File: config.mk
export PLATFORM = sky130hd
export DESIGN_NAME = sync_word_frame_deframer_router
export DESIGN_NICKNAME = d
export VERILOG_FILES = /design/src/design/swfdr_pkg.sv /design/src/design/swfdr_ram.sv /design/src/design/swfdr_parser.sv /design/src/design/swfdr_router.sv /design/src/design/sync_word_frame_deframer_router.sv
export VERILOG_INCLUDE_DIRS = /design/src /design/src/design
export SDC_FILE = /design/constraint.sdc
export NUM_CORES = 2
export LEC_CHECK = 0
export BUFFER_PORTS_ARGS = -buffer_cell sky130_fd_sc_hd__buf_2
export CAP_MARGIN = 20
export CORE_MARGIN = 4
export CORE_UTILIZATION = 55
export DETAILED_ROUTE_END_ITERATION = 7
export PLACE_DENSITY = 0.79
export REMOVE_ABC_BUFFERS = 1
export SYNTH_ARGS = -nofsm -noshare
export SYNTH_HDL_FRONTEND = slang
export SYNTH_HIERARCHICAL = 1
export SYNTH_SLANG_ARGS = --single-unit
File: constraint.sdc
create_clock -name clk -period 9.62 [get_ports clk]
set_clock_uncertainty 0.15 [all_clocks]
set_input_delay 1.924 -clock clk [delete_from_list [all_inputs] [get_ports clk]]
set_output_delay 1.924 -clock clk [all_outputs]
set_load 0.02 [all_outputs]
File: src/design/sync_word_frame_deframer_router_assert.svh
// ----------------------------------------------------------------------------
// Assertion macros for the sync word deframer and router
// Each macro checks on the rising edge of clk and is disabled during rst.
// ----------------------------------------------------------------------------
`ifndef SYNC_WORD_FRAME_DEFRAMER_ROUTER_ASSERT_SVH
`define SYNC_WORD_FRAME_DEFRAMER_ROUTER_ASSERT_SVH
`ifndef SYNTHESIS
// Property must hold on every edge outside reset
`define SWFDR_ASSERT(lbl, prop, msg) \
  lbl: assert property (@(posedge clk) disable iff (rst) prop) else $error(msg);
// Expression must never be true outside reset
`define SWFDR_NEVER(lbl, expr, msg) \
  lbl: assert property (@(posedge clk) disable iff (rst) !(expr)) else $error(msg);
`else
`define SWFDR_ASSERT(lbl, prop, msg)
`define SWFDR_NEVER(lbl, expr, msg)
`endif
`endif

File: src/design/swfdr_pkg.sv
// ----------------------------------------------------------------------------
// swfdr_pkg
// Shared constants, codes and types of the sync word deframer and router.
// ----------------------------------------------------------------------------
package swfdr_pkg;

  // Route table geometry
  localparam int ROUTE_DEPTH = 256;
  localparam int ROUTE_AW    = (ROUTE_DEPTH > 1) ? $clog2(ROUTE_DEPTH) : 1;
  localparam int DEST_W      = 16;

  // Sync word 3C 5A 7E 69, split into the held history and the closing byte
  localparam logic [23:0] SYNC_HEAD = 24'h3C5A7E;
  localparam logic [7:0]  SYNC_TAIL = 8'h69;

  // Header layout: subject, path, length, four bytes each
  localparam logic [3:0] SUBJ_END = 4'd4;
  localparam logic [3:0] PATH_END = 4'd8;
  localparam logic [3:0] HDR_LAST = 4'd11;

  // Configuration
  localparam logic [31:0] MAX_LEN_RESET = 32'h1000_0000;

  typedef enum logic [1:0] {
    CFG_MAX_LEN     = 2'd0,
    CFG_BYTE_ORDER  = 2'd1,
    CFG_ROUTE_COUNT = 2'd2
  } cfg_index_t;

  typedef struct packed {
    logic [31:0] max_len;
    logic        big;
    logic [8:0]  route_count;
  } cfg_t;

  // Parser phase
  typedef enum logic [1:0] {
    PH_HUNT    = 2'd0,
    PH_HEADER  = 2'd1,
    PH_PAYLOAD = 2'd2
  } phase_t;

  // What an accepted stream byte asks of the routing stage
  typedef enum logic [1:0] {
    K_DROP  = 2'd0,  // oversize header: drop marker
    K_EMPTY = 2'd1,  // header complete, zero length
    K_OPEN  = 2'd2,  // header complete, payload follows
    K_BYTE  = 2'd3   // one payload byte
  } kind_t;

  typedef struct packed {
    logic        valid;
    kind_t       kind;
    logic        subject_ok;
    logic [31:0] path;
    logic [7:0]  data;
    logic        last;
  } req_t;

  typedef struct packed {
    logic                en;
    logic [ROUTE_AW-1:0] addr;
    logic [DEST_W-1:0]   data;
  } tbl_wr_t;

endpackage

File: src/design/swfdr_ram.sv
// ----------------------------------------------------------------------------
// swfdr_ram
// Generic single write port, single read port RAM with registered read.
// ----------------------------------------------------------------------------
module swfdr_ram #(
  parameter int WIDTH = 16,
  parameter int DEPTH = 256
) (
  input  logic                                    clk,
  input  logic                                    we,
  input  logic [((DEPTH > 1) ? $clog2(DEPTH) : 1)-1:0] waddr,
  input  logic [WIDTH-1:0]                        wdata,
  input  logic                                    re,
  input  logic [((DEPTH > 1) ? $clog2(DEPTH) : 1)-1:0] raddr,
  output logic [WIDTH-1:0]                        rdata
);

  logic [WIDTH-1:0] mem [DEPTH];

  // Write port
  always_ff @(posedge clk) begin
    if (we) begin
      mem[waddr] <= wdata;
    end
  end

  // Registered read, held while re is low
  always_ff @(posedge clk) begin
    if (re) begin
      rdata <= mem[raddr];
    end
  end

endmodule

File: src/design/swfdr_parser.sv
// ----------------------------------------------------------------------------
// swfdr_parser
// Sync hunt, header collection and payload count for the received stream.
// Issues one request per significant word and the route table read address.
// ----------------------------------------------------------------------------
module swfdr_parser (
  input  logic                          clk,
  input  logic                          rst,
  input  logic                          accept,
  input  logic                          command,
  input  logic [7:0]                    rx_byte,
  input  swfdr_pkg::cfg_t               cfg,
  output swfdr_pkg::req_t               req,
  output logic [swfdr_pkg::ROUTE_AW-1:0] rd_addr
);

  swfdr_pkg::phase_t phase, phase_next;
  logic [23:0] sync_history, sync_history_next;
  logic [3:0]  hdr_count, hdr_count_next;
  logic [31:0] subject_word, subject_word_next;
  logic [31:0] path_word, path_word_next;
  logic [31:0] remaining, remaining_next;
  logic [31:0] length_word;

  // Shift one header byte into a word in the configured order
  function automatic logic [31:0] put_byte(input logic [31:0] w, input logic [7:0] b,
                                           input logic big);
    logic [31:0] r;
    if (big) begin
      r = {w[23:0], b};
    end else begin
      r = {b, w[31:8]};
    end
    return r;
  endfunction

  // Length word as it stands after this byte
  assign length_word = put_byte(remaining, rx_byte, cfg.big);

  // Table lookups always use the subject of the current frame
  assign rd_addr = swfdr_pkg::ROUTE_AW'(subject_word);

  // State registers
  always_ff @(posedge clk) begin
    if (rst) begin
      phase        <= swfdr_pkg::PH_HUNT;
      sync_history <= '0;
      hdr_count    <= '0;
      subject_word <= '0;
      path_word    <= '0;
      remaining    <= '0;
    end else begin
      phase        <= phase_next;
      sync_history <= sync_history_next;
      hdr_count    <= hdr_count_next;
      subject_word <= subject_word_next;
      path_word    <= path_word_next;
      remaining    <= remaining_next;
    end
  end

  // Next state and request
  always_comb begin
    phase_next        = phase;
    sync_history_next = sync_history;
    hdr_count_next    = hdr_count;
    subject_word_next = subject_word;
    path_word_next    = path_word;
    remaining_next    = remaining;
    req               = '0;
    req.path          = path_word;
    req.data          = rx_byte;
    if (accept && !command) begin
      unique case (phase)
        swfdr_pkg::PH_HEADER: begin
          hdr_count_next = hdr_count + 4'd1;
          if (hdr_count < swfdr_pkg::SUBJ_END) begin
            subject_word_next = put_byte(subject_word, rx_byte, cfg.big);
          end else if (hdr_count < swfdr_pkg::PATH_END) begin
            path_word_next = put_byte(path_word, rx_byte, cfg.big);
          end else begin
            remaining_next = length_word;
          end
          // Header complete: drop, empty frame or open payload
          if (hdr_count == swfdr_pkg::HDR_LAST) begin
            hdr_count_next = '0;
            req.valid      = 1'b1;
            if (length_word > cfg.max_len) begin
              phase_next     = swfdr_pkg::PH_HUNT;
              remaining_next = '0;
              req.kind       = swfdr_pkg::K_DROP;
              req.last       = 1'b1;
            end else begin
              req.subject_ok = (subject_word < {23'd0, cfg.route_count}) &&
                               (subject_word < 32'(swfdr_pkg::ROUTE_DEPTH));
              if (length_word == '0) begin
                phase_next = swfdr_pkg::PH_HUNT;
                req.kind   = swfdr_pkg::K_EMPTY;
                req.last   = 1'b1;
              end else begin
                phase_next = swfdr_pkg::PH_PAYLOAD;
                req.kind   = swfdr_pkg::K_OPEN;
              end
            end
          end
        end
        swfdr_pkg::PH_PAYLOAD: begin
          // Count off one payload byte
          remaining_next = remaining - 32'd1;
          req.valid      = 1'b1;
          req.kind       = swfdr_pkg::K_BYTE;
          req.last       = (remaining == 32'd1);
          if (remaining == 32'd1) begin
            phase_next = swfdr_pkg::PH_HUNT;
          end
        end
        default: begin
          // Hunt: sliding match on the sync word
          phase_next = swfdr_pkg::PH_HUNT;
          if (sync_history == swfdr_pkg::SYNC_HEAD && rx_byte == swfdr_pkg::SYNC_TAIL) begin
            sync_history_next = '0;
            hdr_count_next    = '0;
            phase_next        = swfdr_pkg::PH_HEADER;
          end else begin
            sync_history_next = {sync_history[15:0], rx_byte};
          end
        end
      endcase
    end
  end

endmodule

File: src/design/swfdr_router.sv
// ----------------------------------------------------------------------------
// swfdr_router
// Route table memory, lookup stage and output register. Decides routing at
// header completion and attaches the destination to each emitted result.
// ----------------------------------------------------------------------------
module swfdr_router (
  input  logic                           clk,
  input  logic                           rst,
  input  swfdr_pkg::req_t                req,
  input  logic [swfdr_pkg::ROUTE_AW-1:0] rd_addr,
  input  swfdr_pkg::tbl_wr_t             tbl_wr,
  input  logic                           out_stall,
  output logic                           hold,
  output logic                           out_valid,
  output logic [15:0]                    dest_instance,
  output logic [31:0]                    path_number,
  output logic [7:0]                     payload_byte,
  output logic                           has_byte,
  output logic                           last_of_frame,
  output logic                           oversize_drop
);

  logic [swfdr_pkg::ROUTE_DEPTH-1:0] entry_valid;
  logic                              rd_valid;
  logic [swfdr_pkg::DEST_W-1:0]      rd_data;
  logic [swfdr_pkg::DEST_W-1:0]      dest;
  logic                              s1_valid;
  swfdr_pkg::req_t                   s1;
  logic                              s1_move;
  logic                              frame_routed;
  logic                              routed;
  logic                              emit;

  // Route table
  swfdr_ram #(
    .WIDTH (swfdr_pkg::DEST_W),
    .DEPTH (swfdr_pkg::ROUTE_DEPTH)
  ) u_table (
    .clk   (clk),
    .we    (tbl_wr.en),
    .waddr (tbl_wr.addr),
    .wdata (tbl_wr.data),
    .re    (req.valid),
    .raddr (rd_addr),
    .rdata (rd_data)
  );

  // Written marks: an entry never written reads as not routed
  always_ff @(posedge clk) begin
    if (rst) begin
      entry_valid <= '0;
    end else if (tbl_wr.en) begin
      entry_valid[tbl_wr.addr] <= 1'b1;
    end
  end

  // Mark read alongside the table data
  always_ff @(posedge clk) begin
    if (req.valid) begin
      rd_valid <= entry_valid[rd_addr];
    end
  end

  // Lookup stage advances when the output register is free or being taken
  assign s1_move = !out_valid || !out_stall;
  assign hold    = s1_valid && !s1_move;

  assign dest   = rd_valid ? rd_data : '0;
  assign routed = s1.subject_ok && (dest != '0);

  always_comb begin
    emit = 1'b0;
    if (s1_valid) begin
      unique case (s1.kind)
        swfdr_pkg::K_DROP:  emit = 1'b1;
        swfdr_pkg::K_EMPTY: emit = routed;
        swfdr_pkg::K_OPEN:  emit = 1'b0;
        swfdr_pkg::K_BYTE:  emit = frame_routed;
        default:            emit = 1'b0;
      endcase
    end
  end

  // Lookup stage control
  always_ff @(posedge clk) begin
    if (rst) begin
      s1_valid     <= 1'b0;
      frame_routed <= 1'b0;
    end else begin
      if (req.valid) begin
        s1_valid <= 1'b1;
      end else if (s1_move) begin
        s1_valid <= 1'b0;
      end
      // Latch the routing decision as the header completes
      if (s1_valid && s1_move &&
          (s1.kind == swfdr_pkg::K_EMPTY || s1.kind == swfdr_pkg::K_OPEN)) begin
        frame_routed <= routed;
      end
    end
  end

  // Lookup stage payload
  always_ff @(posedge clk) begin
    if (req.valid) begin
      s1 <= req;
    end
  end

  // Output register valid
  always_ff @(posedge clk) begin
    if (rst) begin
      out_valid <= 1'b0;
    end else if (s1_move) begin
      out_valid <= emit;
    end
  end

  // Output register payload
  always_ff @(posedge clk) begin
    if (s1_move && emit) begin
      last_of_frame <= s1.last;
      if (s1.kind == swfdr_pkg::K_DROP) begin
        dest_instance <= '0;
        path_number   <= '0;
        payload_byte  <= '0;
        has_byte      <= 1'b0;
        oversize_drop <= 1'b1;
      end else begin
        dest_instance <= dest;
        path_number   <= s1.path;
        payload_byte  <= (s1.kind == swfdr_pkg::K_BYTE) ? s1.data : 8'd0;
        has_byte      <= (s1.kind == swfdr_pkg::K_BYTE);
        oversize_drop <= 1'b0;
      end
    end
  end

  `include "sync_word_frame_deframer_router_assert.svh"

  `SWFDR_NEVER(a_rd_wr_clash, req.valid && tbl_wr.en, "table read and write in one cycle")
  `SWFDR_NEVER(a_req_on_hold, hold && req.valid, "request entered a held lookup stage")
  `SWFDR_ASSERT(a_hold_keeps, hold |=> s1_valid, "held lookup stage lost its word")
  `SWFDR_ASSERT(a_drop_bare,
    out_valid && oversize_drop |-> last_of_frame && !has_byte && dest_instance == '0,
    "drop marker carries frame data")

endmodule

File: src/design/sync_word_frame_deframer_router.sv
// ----------------------------------------------------------------------------
// sync_word_frame_deframer_router
// Byte stream deframer: sync word hunt, 12-byte header, payload routing
// through a route table written by command words.
//
//   channel | direction | handshake          | payload
//   --------+-----------+--------------------+----------------------------------
//   cfg     | in        | cfg_we             | cfg_index, cfg_data
//   in      | in        | in_valid, in_stall | command, rx_byte, route_index,
//           |           |                    | route_dest
//   out     | out       | out_valid,out_stall| dest_instance, path_number, ...
//
// One word is accepted per cycle while the input is not stalled; a result is
// registered by the route table read and then by the output register.
// Reset clears the parser, the configuration and the table written marks;
// no clearing pass is needed.
// A stall on the output holds the lookup stage, which then stalls the input.
// ----------------------------------------------------------------------------
module sync_word_frame_deframer_router (
  input  logic        clk,
  input  logic        rst,
  input  logic        cfg_we,
  input  logic [1:0]  cfg_index,
  input  logic [31:0] cfg_data,
  input  logic        in_valid,
  output logic        in_stall,
  input  logic        command,
  input  logic [7:0]  rx_byte,
  input  logic [7:0]  route_index,
  input  logic [15:0] route_dest,
  output logic        out_valid,
  input  logic        out_stall,
  output logic [15:0] dest_instance,
  output logic [31:0] path_number,
  output logic [7:0]  payload_byte,
  output logic        has_byte,
  output logic        last_of_frame,
  output logic        oversize_drop
);

  swfdr_pkg::cfg_t                cfg;
  swfdr_pkg::req_t                req;
  swfdr_pkg::tbl_wr_t             tbl_wr;
  logic [swfdr_pkg::ROUTE_AW-1:0] rd_addr;
  logic                           accept;
  logic                           hold;

  assign in_stall = hold;
  assign accept   = in_valid && !hold;

  // Configuration registers
  always_ff @(posedge clk) begin
    if (rst) begin
      cfg.max_len     <= swfdr_pkg::MAX_LEN_RESET;
      cfg.big         <= 1'b0;
      cfg.route_count <= '0;
    end else if (cfg_we) begin
      unique case (cfg_index)
        swfdr_pkg::CFG_MAX_LEN:     cfg.max_len     <= cfg_data;
        swfdr_pkg::CFG_BYTE_ORDER:  cfg.big         <= cfg_data[0];
        swfdr_pkg::CFG_ROUTE_COUNT: cfg.route_count <= cfg_data[8:0];
        default: begin
        end
      endcase
    end
  end

  // Route table writes from command words; drop indexes beyond the table
  always_comb begin
    tbl_wr.en   = accept && command &&
                  ({24'd0, route_index} < 32'(swfdr_pkg::ROUTE_DEPTH));
    tbl_wr.addr = swfdr_pkg::ROUTE_AW'(route_index);
    tbl_wr.data = route_dest;
  end

  swfdr_parser u_parser (
    .clk     (clk),
    .rst     (rst),
    .accept  (accept),
    .command (command),
    .rx_byte (rx_byte),
    .cfg     (cfg),
    .req     (req),
    .rd_addr (rd_addr)
  );

  swfdr_router u_router (
    .clk           (clk),
    .rst           (rst),
    .req           (req),
    .rd_addr       (rd_addr),
    .tbl_wr        (tbl_wr),
    .out_stall     (out_stall),
    .hold          (hold),
    .out_valid     (out_valid),
    .dest_instance (dest_instance),
    .path_number   (path_number),
    .payload_byte  (payload_byte),
    .has_byte      (has_byte),
    .last_of_frame (last_of_frame),
    .oversize_drop (oversize_drop)
  );

endmodule
==> key figures <==
Clock network
  • CTS resizes: 0
  • Hold_buf cts: 0
  • Post-CTS setup buffer count: 0
  • Root buffer cell: clkbuf_16
  • CTS tree: yes
  • Clock-pin slew on the worst setup and hold paths: 0.06 ns
  • Max Root-Sink Buffers: 4
  • Clock insertion delay at the later pin of the skew report: 0.99 ns
  • TritonCTS Buffers: 436
  • Clk sinks: 4643
  • Htree depth: 5

Synthesis
  • Register area share after synthesis: 0.740
  • Post-synthesis cell area: 0.183 sq mm
  • Post-synthesis register bit count: 4643
  • Cells after Synth: 9846
  • Largest area contributor in the netlist: edfxtp_1
  • Synth top area share: 0.694
  • Post-synth cell types: 84
  • Most used flip-flop cell after synthesis: edfxtp_1
  • Synth warn: 6
  • Post-synth EDFFs: 4216
  • Async S/R FF share, synth: 0
  • Synth area leaders: edfxtp_1 69%, mux4_2 10%, dfxtp_1 4.7%
  • Syn_area_per_cell: 18.5 sq um

STA
  • Worst setup margin: 4.16 ns
  • Setup-failing EPs final: 0
  • Least-Margin Pin Slew: 1.21 ns
  • Pins Over Slew Limit: 0
  • Count of final hold-check violations: 0
  • RSZ-0062 raised after global routing: false
  • Min Tclk post-route: 5.46 ns
  • Worst slew margin: 0.171
  • Fmax: 183 MHz
  • Crit share post-route: 0.567

Setup path
  • CP max stage cell: dfxtp_4
  • Delay-heaviest family, CP: compound AO/OA/AOI/OAI gates
  • Critical path data arrival time: 5.97 ns
  • Worst Setup End Kind: register
  • Largest stage delay, worst path: 0.95 ns
  • Startpoint types: register
  • Crit path required time: 10.14 ns
  • CP Max Fanout: 97
  • WP buf/inv: 2
  • Critical-path cell list: buf_12, nand2b_4, buf_4, o221ai_1, o22ai_1, o31ai_1, o32ai_1, nor4_1
  • Crit Path Class: register to register

Placement
  • Port bufs: 132
  • Place WS: 3.97 ns
  • HPWL Detailed: 278 mm
  • Post-DP Area: 0.189 sq mm
  • Gpl congestion: 0.941

Power
  • Sequential power share: 0.557
  • Max rail drop VDD: 234 uV
  • Clock Power Share: 0.425
  • Internal: 31500 uW
  • Logic pwr share: 0.018
  • Switching Share: 0.204
  • Power per Cell Area: 195 mW/mm^2
  • Sw Pwr: 8060 uW
  • Pleak: 0.0615 uW
  • Design Power: 39500 uW

Cells and area
  • Most common cell after layout, fill and taps aside: edfxtp_1
  • Ratio of cells with drive above 1 in the final layout: 0.207
  • Util after Layout: 0.614
  • Synth-to-layout area growth: 11.2%
  • Most frequent cells in the layout: 4216 x edfxtp_1, 822 x mux4_2, 745 x mux2i_1
  • Multi-input logic area: 0.0437 sq mm
  • Post-Layout Inst Area: 0.203 sq mm
  • Filler cells: 21785
  • Nets@finish: 10317
  • Register Area: 0.135 sq mm

Detailed routing
  • Aggregate routed wire length: 488 mm
  • DR vias: 101232
  • Avg WL per Cell: 32.7 microns
  • DR DRC count: 0
  • Via density per instance: 6.78
  • DR pass1 iterations: 6
  • Initial drt markers: 16190
  • Post-DRT Antenna Nets: 0

Die
  • Initial Util: 0.552
  • Core Area: 0.331 sq mm
  • Die area: 0.341 sq mm
  • Num rows: 211
  • Number of placed I/O pins: 133
  • Die height: 584 microns
  • DIE WIDTH: 584 microns

Status
  • Outcome: completed

Global route
  • Total GRT Usage: 0.282
  • GR Util met3: 0.0687
  • Met1 GRT Util: 0.377
  • Total grt overflow: 0
  • Met2 Track Usage GR: 0.435
  • Initial antenna violation count: 24
  • Vias in the first global route: 99498
  • First-pass GRT wire length: 704 mm
  • Largest net degree at the start of global routing: 137
  • Gr busiest metal: met2

Run
  • # Max-Cap Violations: 0

Min path
  • Hold Path Class: register to register
-- area by class of cell --
class                           instances  area share
Sequential cell                      4643       0.666
Timing Repair Buffer                  560      0.0225
Inverter                               64     0.00123
Multi-Input combinational cell       4490       0.215
Clock buffer                          544      0.0567
Antenna cell                           14    0.000173
Clock inverter                        251      0.0115
Tap cell                             4366      0.0269
-- worst reg2reg max path: stages (launching register included) --
cell and delay, ns:
dfxtp_4 0.95, buf_12 0.63, nand2b_4 0.86, buf_4 0.78, o221ai_1 0.49, o22ai_1 0.28, o31ai_1 0.21, o32ai_1 0.66
nor4_1 0.16
-- cells in the mapped netlist, types with 105 or more instances --
cell type and n:
a21oi_1 518, o221ai_1 252, edfxtp_1 4216, clkbuf_1 370
nor2_1 712, mux2i_1 745, o22ai_1 184, mux4_2 822
dfxtp_1 427, nand2_1 130, nor3_1 135, mux2_2 105
-- registers in the layout, summed over array words and instances (netlist names), 16 cells and up --
name / count
u_parser/subject_word: 32
u_parser/remaining: 32
u_router/s1: 44
u_router/dest_instance: 16
u_router/u_table/rdata: 16
u_parser/path_word: 32
u_router/path_number: 32
u_router/u_table/mem: 4096
u_router/entry_valid: 256
cfg: 42
u_parser/sync_history: 24
-- path summary, 6_finish.rpt --
check                                               from                        end  slack, ns  cells past startpoint
worst max-delay path            u_parser/subject_word[2]  u_router/u_table/rdata[7]       4.16                      8
worst min-delay path                      u_router/s1[0]     u_router/last_of_frame       0.28                      0
worst max register to register  u_parser/subject_word[2]  u_router/u_table/rdata[7]       4.16                      8
worst min register to register            u_router/s1[0]     u_router/last_of_frame       0.28                      0
-- power groups by stage --
| stage | clock network (uW) | registers [uW] | logic, uW |
|---|---|---|---|
| after floorplan | 0 | 22500 | 192 |
| after global placement | 0 | 22500 | 648 |
| after detailed placement | 0 | 22500 | 682 |
| after CTS | 16900 | 22000 | 685 |
| after global routing | 17800 | 22000 | 747 |
| final | 16800 | 22000 | 707 |
-- through the flow --
stage / hold slack, ns / std cells / setup TNS (ns)
after floorplan: 0.250 / 9197 / -905.81
after global placement: 0.271 / 14083 / 0
after detailed placement: 0.263 / 14107 / 0
after CTS: 0.277 / 14902 / 0
after global routing: 0.284 / 14923 / 0
final: 0.280 / 14932 / 0
-- cell families (layout without fill, tap and decap cells) --
| family | Yosys count | in the layout | share of synthesized area |
|---|---|---|---|
| AO/OA/AOI/OAI | 1377 | 1377 | 0.0501 |
| XOR/XNOR | 1 | 1 | 0.0000480 |
| adder cells (fa/ha/maj) | 50 | 50 | 0.00343 |
| buffers and inverters | 713 | 1419 | 0.0213 |
| flip-flops | 4643 | 4643 | 0.740 |
| multiplexers | 1678 | 1678 | 0.150 |
| other | 0 | 14 | 0 |
| AND/OR/NAND/NOR | 1384 | 1384 | 0.0352 |
-- routing by layer --
layer	vias to the layer above	wire length, microns	part of all wire
met5	-	162	0.00033
li1	40811	-	-
met1	51120	168000	0.34
met4	20	28900	0.059
met3	1356	63100	0.13
met2	7925	228000	0.47
No activity file was read; power rests on OpenSTA's default activity.
